--- config.mk ---
export PLATFORM = sky130hd
export DESIGN_NAME = peer_table_with_expiry
export DESIGN_NICKNAME = d
export VERILOG_FILES = /design/src/rtl/pte_pkg.sv /design/src/rtl/peer_table_with_expiry.sv
export SDC_FILE = /design/constraint.sdc
export NUM_CORES = 2
export LEC_CHECK = 0
export ABC_AREA = 0
export BUFFER_PORTS_ARGS = -buffer_cell sky130_fd_sc_hd__buf_2
export CAP_MARGIN = 10
export CORE_MARGIN = 1.5
export CORE_UTILIZATION = 67
export CTS_CLUSTER_SIZE = 25
export DETAILED_ROUTE_END_ITERATION = 10
export PLACE_DENSITY_LB_ADDON = 0.12
export SETUP_SLACK_MARGIN = 0.05
export SLEW_MARGIN = 40
export SYNTH_ARGS = -nofsm -noshare
export SYNTH_HDL_FRONTEND = slang
export SYNTH_SLANG_ARGS = --single-unit
--- constraint.sdc ---
create_clock -name clk_i -period 18.2 [get_ports clk_i]
set_input_delay 3.64 -clock clk_i [delete_from_list [all_inputs] [get_ports clk_i]]
set_output_delay 3.64 -clock clk_i [all_outputs]
set_load 0.02 [all_outputs]
--- src/rtl/pte_pkg.sv ---
// Constants and types shared by the peer table with expiry.
package pte_pkg;

  // Table geometry
  localparam int unsigned TABLE_ENTRIES = 16;
  localparam int unsigned IDX_W = (TABLE_ENTRIES > 1) ? $clog2(TABLE_ENTRIES) : 1;
  localparam int unsigned CNT_W = $clog2(TABLE_ENTRIES + 1);
  localparam int unsigned OUT_CNT_W = 5;
  localparam int unsigned OUT_CNT_MAX = 31;

  // Field widths
  localparam int unsigned KEY_W = 64;
  localparam int unsigned GRP_W = 32;
  localparam int unsigned SEQ_W = 32;
  localparam int unsigned TTL_W = 16;
  localparam int unsigned TIME_W = 48;
  localparam int unsigned MS_W = 10;
  localparam int unsigned TTL_MS_W = TTL_W + MS_W;
  localparam logic [MS_W-1:0] MS_PER_SECOND = MS_W'(1000);

  // Action codes
  localparam logic [1:0] ACT_ANNOUNCE = 2'd0;
  localparam logic [1:0] ACT_EXPIRE = 2'd1;
  localparam logic [1:0] ACT_CLEAR = 2'd2;

  // Configuration register indexes
  localparam logic CFG_OWN_KEY = 1'b0;
  localparam logic CFG_GROUP_KEY = 1'b1;

  // Status codes
  localparam logic STATUS_OK = 1'b0;
  localparam logic STATUS_FULL = 1'b1;

  // One stored entry payload
  typedef struct packed {
    logic [KEY_W-1:0] key;
    logic [SEQ_W-1:0] seq;
    logic [TIME_W-1:0] expiry;
  } entry_t;

endpackage

--- src/rtl/peer_table_with_expiry.sv ---
// Peer table with sequence filtering and time-to-live expiry (top level).
//
// Each item is a walk over the entry memory, which has one synchronous
// read port; every entry read passes ST_RD (address), then ST_CMP
// (compare). An announce passes ST_CALC, then reads the entries up to and
// including a key match, or all of them for an unknown peer, and passes
// ST_WRITE when it writes an entry. An announce dropped by key or group,
// a clear or an unused action goes straight to ST_FINISH; an expire tick
// reads every entry. busy is high from the accepting edge until the
// result beat; done_o marks the one cycle in which status_o and
// active_count_o are valid, and that beat cannot be held off. start is
// taken whenever busy is low. No clearing pass is needed after reset.
module peer_table_with_expiry import pte_pkg::*; (
  input  logic                 clk_i,
  input  logic                 rst_ni,
  // Configuration writes
  input  logic                 cfg_we_i,
  input  logic                 cfg_idx_i,
  input  logic [KEY_W-1:0]     cfg_wdata_i,
  // Command
  input  logic                 start,
  output logic                 busy,
  input  logic [1:0]           action_i,
  input  logic [KEY_W-1:0]     peer_key_i,
  input  logic [GRP_W-1:0]     msg_group_i,
  input  logic [SEQ_W-1:0]     seq_i,
  input  logic                 announce_active_i,
  input  logic [TTL_W-1:0]     ttl_seconds_i,
  input  logic [TIME_W-1:0]    now_ms_i,
  // Result
  output logic                 done_o,
  output logic                 status_o,
  output logic [OUT_CNT_W-1:0] active_count_o
);

  typedef enum logic [2:0] {
    ST_IDLE,
    ST_CALC,
    ST_RD,
    ST_CMP,
    ST_WRITE,
    ST_FINISH
  } state_e;

  state_e state_q;

  // Configuration registers
  logic [KEY_W-1:0] own_key_q;
  logic [GRP_W-1:0] group_key_q;

  // Latched command
  logic [1:0]          action_q;
  logic [KEY_W-1:0]    peer_key_q;
  logic [SEQ_W-1:0]    seq_q;
  logic                act_q;
  logic [TIME_W-1:0]   now_q;
  logic [TTL_MS_W-1:0] ttl_ms_q;
  logic [TIME_W-1:0]   expiry_q;

  // Walk and bookkeeping
  logic [IDX_W-1:0] idx_q;
  logic [IDX_W-1:0] slot_q;
  logic [IDX_W-1:0] free_idx_q;
  logic             free_found_q;
  logic             status_q;
  logic [CNT_W-1:0] cnt_q;

  // Per-entry flags in flops, cleared at once by reset or clear
  logic [TABLE_ENTRIES-1:0] used_q;
  logic [TABLE_ENTRIES-1:0] active_q;

  // Entry payload memory
  entry_t mem_q [TABLE_ENTRIES];
  entry_t rd_data_q;
  logic   mem_we;

  // Result registers
  logic                 done_q;
  logic                 status_out_q;
  logic [OUT_CNT_W-1:0] count_out_q;

  // Combinational decode
  logic                accept;
  logic                last_idx;
  logic                key_hit;
  logic                seq_stale;
  logic                due;
  logic                free_here;
  logic                drop_announce;
  logic [TIME_W:0]     exp_sum;
  logic [TIME_W-1:0]   exp_sat;
  logic [TTL_MS_W-1:0] ttl_ms;
  logic [OUT_CNT_W-1:0] cnt_sat;

  assign accept        = start && (state_q == ST_IDLE);
  assign busy          = (state_q != ST_IDLE);
  assign last_idx      = (idx_q == IDX_W'(TABLE_ENTRIES - 1));
  assign key_hit       = used_q[idx_q] && (rd_data_q.key == peer_key_q);
  assign seq_stale     = (seq_q <= rd_data_q.seq);
  assign due           = used_q[idx_q] && active_q[idx_q] && (now_q >= rd_data_q.expiry);
  assign free_here     = !used_q[idx_q] && !free_found_q;
  assign drop_announce = (peer_key_i == own_key_q) || (msg_group_i != group_key_q);
  assign ttl_ms        = TTL_MS_W'(ttl_seconds_i) * TTL_MS_W'(MS_PER_SECOND);
  assign exp_sum       = {1'b0, now_q} + (TIME_W + 1)'(ttl_ms_q);
  assign exp_sat       = exp_sum[TIME_W] ? {TIME_W{1'b1}} : exp_sum[TIME_W-1:0];
  assign cnt_sat       = (32'(cnt_q) > OUT_CNT_MAX) ? OUT_CNT_W'(OUT_CNT_MAX)
                                                    : OUT_CNT_W'(cnt_q);
  assign mem_we        = (state_q == ST_WRITE);

  // Configuration writes
  always_ff @(posedge clk_i or negedge rst_ni) begin
    if (!rst_ni) begin
      own_key_q   <= '0;
      group_key_q <= '0;
    end else if (cfg_we_i) begin
      case (cfg_idx_i)
        CFG_OWN_KEY:   own_key_q   <= cfg_wdata_i;
        CFG_GROUP_KEY: group_key_q <= cfg_wdata_i[GRP_W-1:0];
        default: ;
      endcase
    end
  end

  // Entry memory: one write port, one registered read port
  always_ff @(posedge clk_i) begin
    if (mem_we) begin
      mem_q[slot_q] <= '{key: peer_key_q, seq: seq_q, expiry: expiry_q};
    end
    rd_data_q <= mem_q[idx_q];
  end

  // Command payload latch
  always_ff @(posedge clk_i) begin
    if (accept) begin
      action_q   <= action_i;
      peer_key_q <= peer_key_i;
      seq_q      <= seq_i;
      act_q      <= announce_active_i;
      now_q      <= now_ms_i;
      ttl_ms_q   <= ttl_ms;
    end
    if (state_q == ST_CALC) begin
      expiry_q <= exp_sat;
    end
  end

  // Sequencer, flags, count and result beat
  always_ff @(posedge clk_i or negedge rst_ni) begin
    if (!rst_ni) begin
      state_q      <= ST_IDLE;
      idx_q        <= '0;
      slot_q       <= '0;
      free_idx_q   <= '0;
      free_found_q <= 1'b0;
      status_q     <= STATUS_OK;
      cnt_q        <= '0;
      used_q       <= '0;
      active_q     <= '0;
      done_q       <= 1'b0;
      status_out_q <= STATUS_OK;
      count_out_q  <= '0;
    end else begin
      done_q <= 1'b0;
      case (state_q)
        ST_IDLE: begin
          idx_q        <= '0;
          free_found_q <= 1'b0;
          status_q     <= STATUS_OK;
          if (start) begin
            case (action_i)
              ACT_ANNOUNCE: state_q <= drop_announce ? ST_FINISH : ST_CALC;
              ACT_EXPIRE:   state_q <= ST_RD;
              ACT_CLEAR: begin
                used_q   <= '0;
                active_q <= '0;
                cnt_q    <= '0;
                state_q  <= ST_FINISH;
              end
              default:      state_q <= ST_FINISH;
            endcase
          end
        end
        ST_CALC: begin
          state_q <= ST_RD;
        end
        ST_RD: begin
          // read data for idx_q arrives next cycle
          state_q <= ST_CMP;
        end
        ST_CMP: begin
          if (action_q == ACT_EXPIRE) begin
            if (due) begin
              active_q[idx_q] <= 1'b0;
              cnt_q           <= cnt_q - CNT_W'(1);
            end
            idx_q   <= idx_q + IDX_W'(1);
            state_q <= last_idx ? ST_FINISH : ST_RD;
          end else if (key_hit) begin
            // known peer: newer sequence refreshes or frees the entry
            if (seq_stale) begin
              state_q <= ST_FINISH;
            end else if (act_q) begin
              slot_q  <= idx_q;
              state_q <= ST_WRITE;
            end else begin
              used_q[idx_q]   <= 1'b0;
              active_q[idx_q] <= 1'b0;
              if (active_q[idx_q]) begin
                cnt_q <= cnt_q - CNT_W'(1);
              end
              state_q <= ST_FINISH;
            end
          end else begin
            if (free_here) begin
              free_found_q <= 1'b1;
              free_idx_q   <= idx_q;
            end
            if (last_idx) begin
              // unknown peer: take the lowest free slot
              if (!act_q) begin
                state_q <= ST_FINISH;
              end else if (free_found_q || free_here) begin
                slot_q  <= free_found_q ? free_idx_q : idx_q;
                state_q <= ST_WRITE;
              end else begin
                status_q <= STATUS_FULL;
                state_q  <= ST_FINISH;
              end
            end else begin
              idx_q   <= idx_q + IDX_W'(1);
              state_q <= ST_RD;
            end
          end
        end
        ST_WRITE: begin
          if (!(used_q[slot_q] && active_q[slot_q])) begin
            cnt_q <= cnt_q + CNT_W'(1);
          end
          used_q[slot_q]   <= 1'b1;
          active_q[slot_q] <= 1'b1;
          state_q          <= ST_FINISH;
        end
        ST_FINISH: begin
          done_q       <= 1'b1;
          status_out_q <= status_q;
          count_out_q  <= cnt_sat;
          state_q      <= ST_IDLE;
        end
        default: state_q <= ST_IDLE;
      endcase
    end
  end

  assign done_o         = done_q;
  assign status_o       = status_out_q;
  assign active_count_o = count_out_q;

endmodule

==> summary.txt <==
Run status
  – Status: finished clean

Yosys
  – Distinct cells, synth: 71
  – Xor and xnor fraction of the mapped netlist area: 1.53%
  – Yosys reg bits: between 2000 and 3000
  – Mapped Area: 111000 um^2
  – Top cell type's share of synthesized area: roughly 68%
  – Main flop type after synthesis: edfxtp_1
  – Largest cells by area after synthesis: edfxtp_1 (68%), mux4_2 (15%), dfrtp_1 (3.5%)
  – Area leader, netlist: edfxtp_1
  – Number of synthesis warnings: 0
  – Mux contribution to synthesized area: 16.1%
  – Number of synthesized flops with an enable pin: 2522
  – Synth Area in Compound Gates: 1.68%
  – Largest family of logic cells by synthesized area: multiplexers
  – Syn avg cell area: 21.3 um^2
  – Syn nets: 5677
  – Post-synthesis simple-gate area fraction: 2.01%
  – Sequential element share of the synthesized area: 74.5%
  – Ys async rst share: around 5.6%
  – Adder-cell share of the synthesized area: 2.85%
  – Gate Count Post-Synth: 5194

Global routing
  – Pin count of the biggest net entering global routing: 95
  – Initial antenna violation count: 16
  – First-pass GRT wire length: 377000 um
  – Vias in the first global route: 56300
  – Overflow after GRT: 0
  – Total track usage: between 30% and 40%

Worst setup path
  – Worst stage delay on the critical path: 0.58 ns
  – Crit path max fanout: 5
  – Largest delay contributor family on the critical path: adder cells
  – Critical path required time: 18.86 ns
  – Data arrival, critical path: around 8.1 ns
  – Worst setup SP type: input pin
  – Most Frequent Cell on Critical Path: fa_1
  – Crit end category: flip-flop
  – Critical path's slowest cell: fa_1
  – CP Class: input pin to flip-flop
  – Crit path cell chain: buf_2 -> fa_1 -> inv_1 -> fa_1 -> fa_1 -> fa_1 -> inv_1 -> ha_1 -> o21ai_0 -> a21boi_0 -> o211ai_1 -> nand2_1 -> o41a_1 -> a211o_1 -> a21oi_1 -> xor2_1
  – Worst Path Buf+Inv: 3

CTS
  – PostCTS Resize Cnt: 0
  – Clock slew at reported path FFs: 0.06 ns
  – # Post-CTS Setup Buffers: 0
  – Later-pin clock latency in the skew report: about 0.94 ns
  – Hold Buf Count CTS: 0
  – CTS Sinks: between 2000 and 3000
  – CTS tree: yes
  – H-tree Lvls: 5
  – CTS max path bufs: 4
  – CTS Buf Count: 289
  – Root Buffer Master: clkbuf_16

Pwr
  – Static leakage: 0.0414 uW
  – Power Dens Cells: 131 nW/um^2
  – Reg power frac: 44.9%
  – Psw: about 4100 uW
  – Max IR drop VDD: roughly 0.14 mV
  – Internal: 12300 uW
  – Combinational cell fraction of total power: 19.7%
  – Clk network pwr share: 35.3%
  – Sw Share: 24.7%

Routing
  – Per-cell routed wire length: roughly 32 um
  – Post-DR vias/cell: 6.70
  – Final wirelength: about 260000 um
  – DRC Markers: 0
  – ANT nets after route: 0
  – Drt first pass iters: 5
  – Via count: 54000
  – Initial drt markers: between 5000 and 6000

Place
  – Number of port buffers: 271
  – Final HPWL DP: 135000 um
  – Placed insts: 7552
  – Placer Congestion: 0.845

STA
  – F_max: 135 MHz
  – Minimum hold slack: ~0.52 ns
  – Setup TNS: 0 ns
  – Setup Viol. Count Final: 0
  – Worst slew pin tran: 0.930 ns
  – Final min period: ~7.4 ns
  – Slew Limit Headroom: between 30% and 40%
  – RSZ-0062 raised after global routing: false
  – Final Hold Vio Count: 0
  – Post-route clock period utilization: between 40 and 50%
  – Final Max Slew Viols: 0
  – Setup Skew: 0.0483 ns

Floorplan
  – DIE WIDTH: around 400 um
  – I/O pin cnt: 272
  – Core area: 165000 um^2
  – DIE AREA: 168000 um^2
  – Initial Util: 67.3%
  – Num rows: around 150
  – Die H: 410 um

Flow run
  – Maxcap violations: 0

Cells and area
  – Layout cell share with drive strength beyond 1: about 28%
  – P&R area growth vs syn: 12.7%
  – Final Core Density: approximately three quarters
  – Fin nets: between 6000 and 7000
  – Non-filler cells, final: 8062

Worst hold path
  – Worst min path class: flip-flop to flip-flop
==> Yosys cell counts, types with 56 or more instances <==
cell type	n
edfxtp_1	2522
mux4_2	728
inv_1	178
ha_1	163
dfrtp_1	157
dfxtp_1	144
clkbuf_1	138
mux2_2	116
nand2_1	101
nor2_1	101
xnor2_1	101
a21oi_1	94
xor2_1	93
fa_1	56
==> layout by cell type, fill, tap and decap left out, types with 12 or more instances in the layout <==
cell type and instances:
mux4_2 728, buf_6 37, dfrtp_1 153, buf_4 36, clkbuf_1 80, buf_16 13
xnor2_1 101, nand3_1 40, nand2b_1 15, a21oi_1 94, xor2_1 93, nand2_1 101
nand4_1 44, nor2_1 89, o21ai_0 50, inv_1 178, o21a_1 14, a21o_1 28
mux2_2 116, nor2_4 13, and3_1 24, clkinv_1 30, buf_2 270, nor3_1 12
o32a_1 16, buf_12 18, fa_1 56, nor2b_1 13, dfxtp_1 144, bufinv_16 25
ha_1 163, clkbuf_16 299, o211ai_1 12, clkbuf_8 19, clkinv_2 47, edfxtp_1 2522
nor4_1 27
==> worst register-to-register path, stage by stage (launching register included) <==
cell	delay, ns
dfrtp_1	0.51
nor2_1	0.27
nand2_1	0.32
or3_1	0.58
nor2_4	0.65
buf_4	0.78
buf_6	0.67
==> power groups by stage <==
stage          clock network [uW]  registers [uW]  logic (uW)
6_report                     5800            7370        3240
5_1_grt                      6090            7380        3490
4_1_cts                      5850            7360        3280
3_5_place_dp                    0            7490        3220
3_3_place_gp                    0            7530        3100
2_1_floorplan                   0            7420        2500
==> final cells by class <==
class | count | area (um^2)
tap | 2189 | 2740
multi-input combinational | 1988 | 26900
sequential | 2823 | 82600
clock inverter | 106 | 1130
inverter | 178 | 668
antenna | 5 | 12.5
clock buffer | 398 | 8040
fill | 8709 | 39700
timing repair buffer | 375 | 2770
==> state kept, by name, summed over array words and instances, names as in the netlist, 2 cells and up <==
name	cells
slot_q	4
rd_data_q	144
peer_key_q	64
own_key_q	64
expiry_q	48
active_q	16
idx_q	4
action_q	2
ttl_ms_q	23
free_idx_q	4
mem_q	2304
cnt_q	5
seq_q	32
state_q	3
active_count_o	5
used_q	16
group_key_q	32
now_q	48
==> stage by stage <==
stage | setup WS [ns] | cell area, um^2 | power (uW)
6_report | 10.80 | 125000 | 16400
5_1_grt | 10.58 | 125000 | 17000
4_1_cts | 10.87 | 125000 | 16500
3_5_place_dp | 9.93 | 116000 | 10700
3_3_place_gp | 9.97 | 115000 | 10600
2_1_floorplan | 5.71 | 111000 | 9920
==> kinds of logic (layout without fill, tap and decap cells) <==
group,after synthesis,after routing
buffers and inverters,383,1057
AOI/OAI and AO/OA,281,281
and+or+nand+nor,439,439
muxes,855,855
xor gates and xnor gates,194,194
adders and majority gates,219,219
DFF,2823,2823
other,0,5
==> routing by layer <==
layer	up-vias	track usage [%]	routed length, um
met5	-	0	88
met2	2962	51.5	130000
met4	14	8.90	6740
met3	442	6.18	23900
met1	28500	43.6	96400
li1	22200	-	-
==> path summary, 6_finish.rpt <==
path                       slack (ns)            end  cells after the start        startpoint
min in group asynchronous        2.60  own_key_q[56]                      1            rst_ni
min                              0.52  free_idx_q[3]                      1     free_idx_q[3]
max reg2reg                     13.98   mem_q[8][87]                      6        state_q[1]
max                             10.80   ttl_ms_q[25]                     16  ttl_seconds_i[0]
min reg2reg                      0.52  free_idx_q[3]                      1     free_idx_q[3]
max in group asynchronous       14.62  own_key_q[20]                      2            rst_ni
Power figures use the tool's default switching activity.
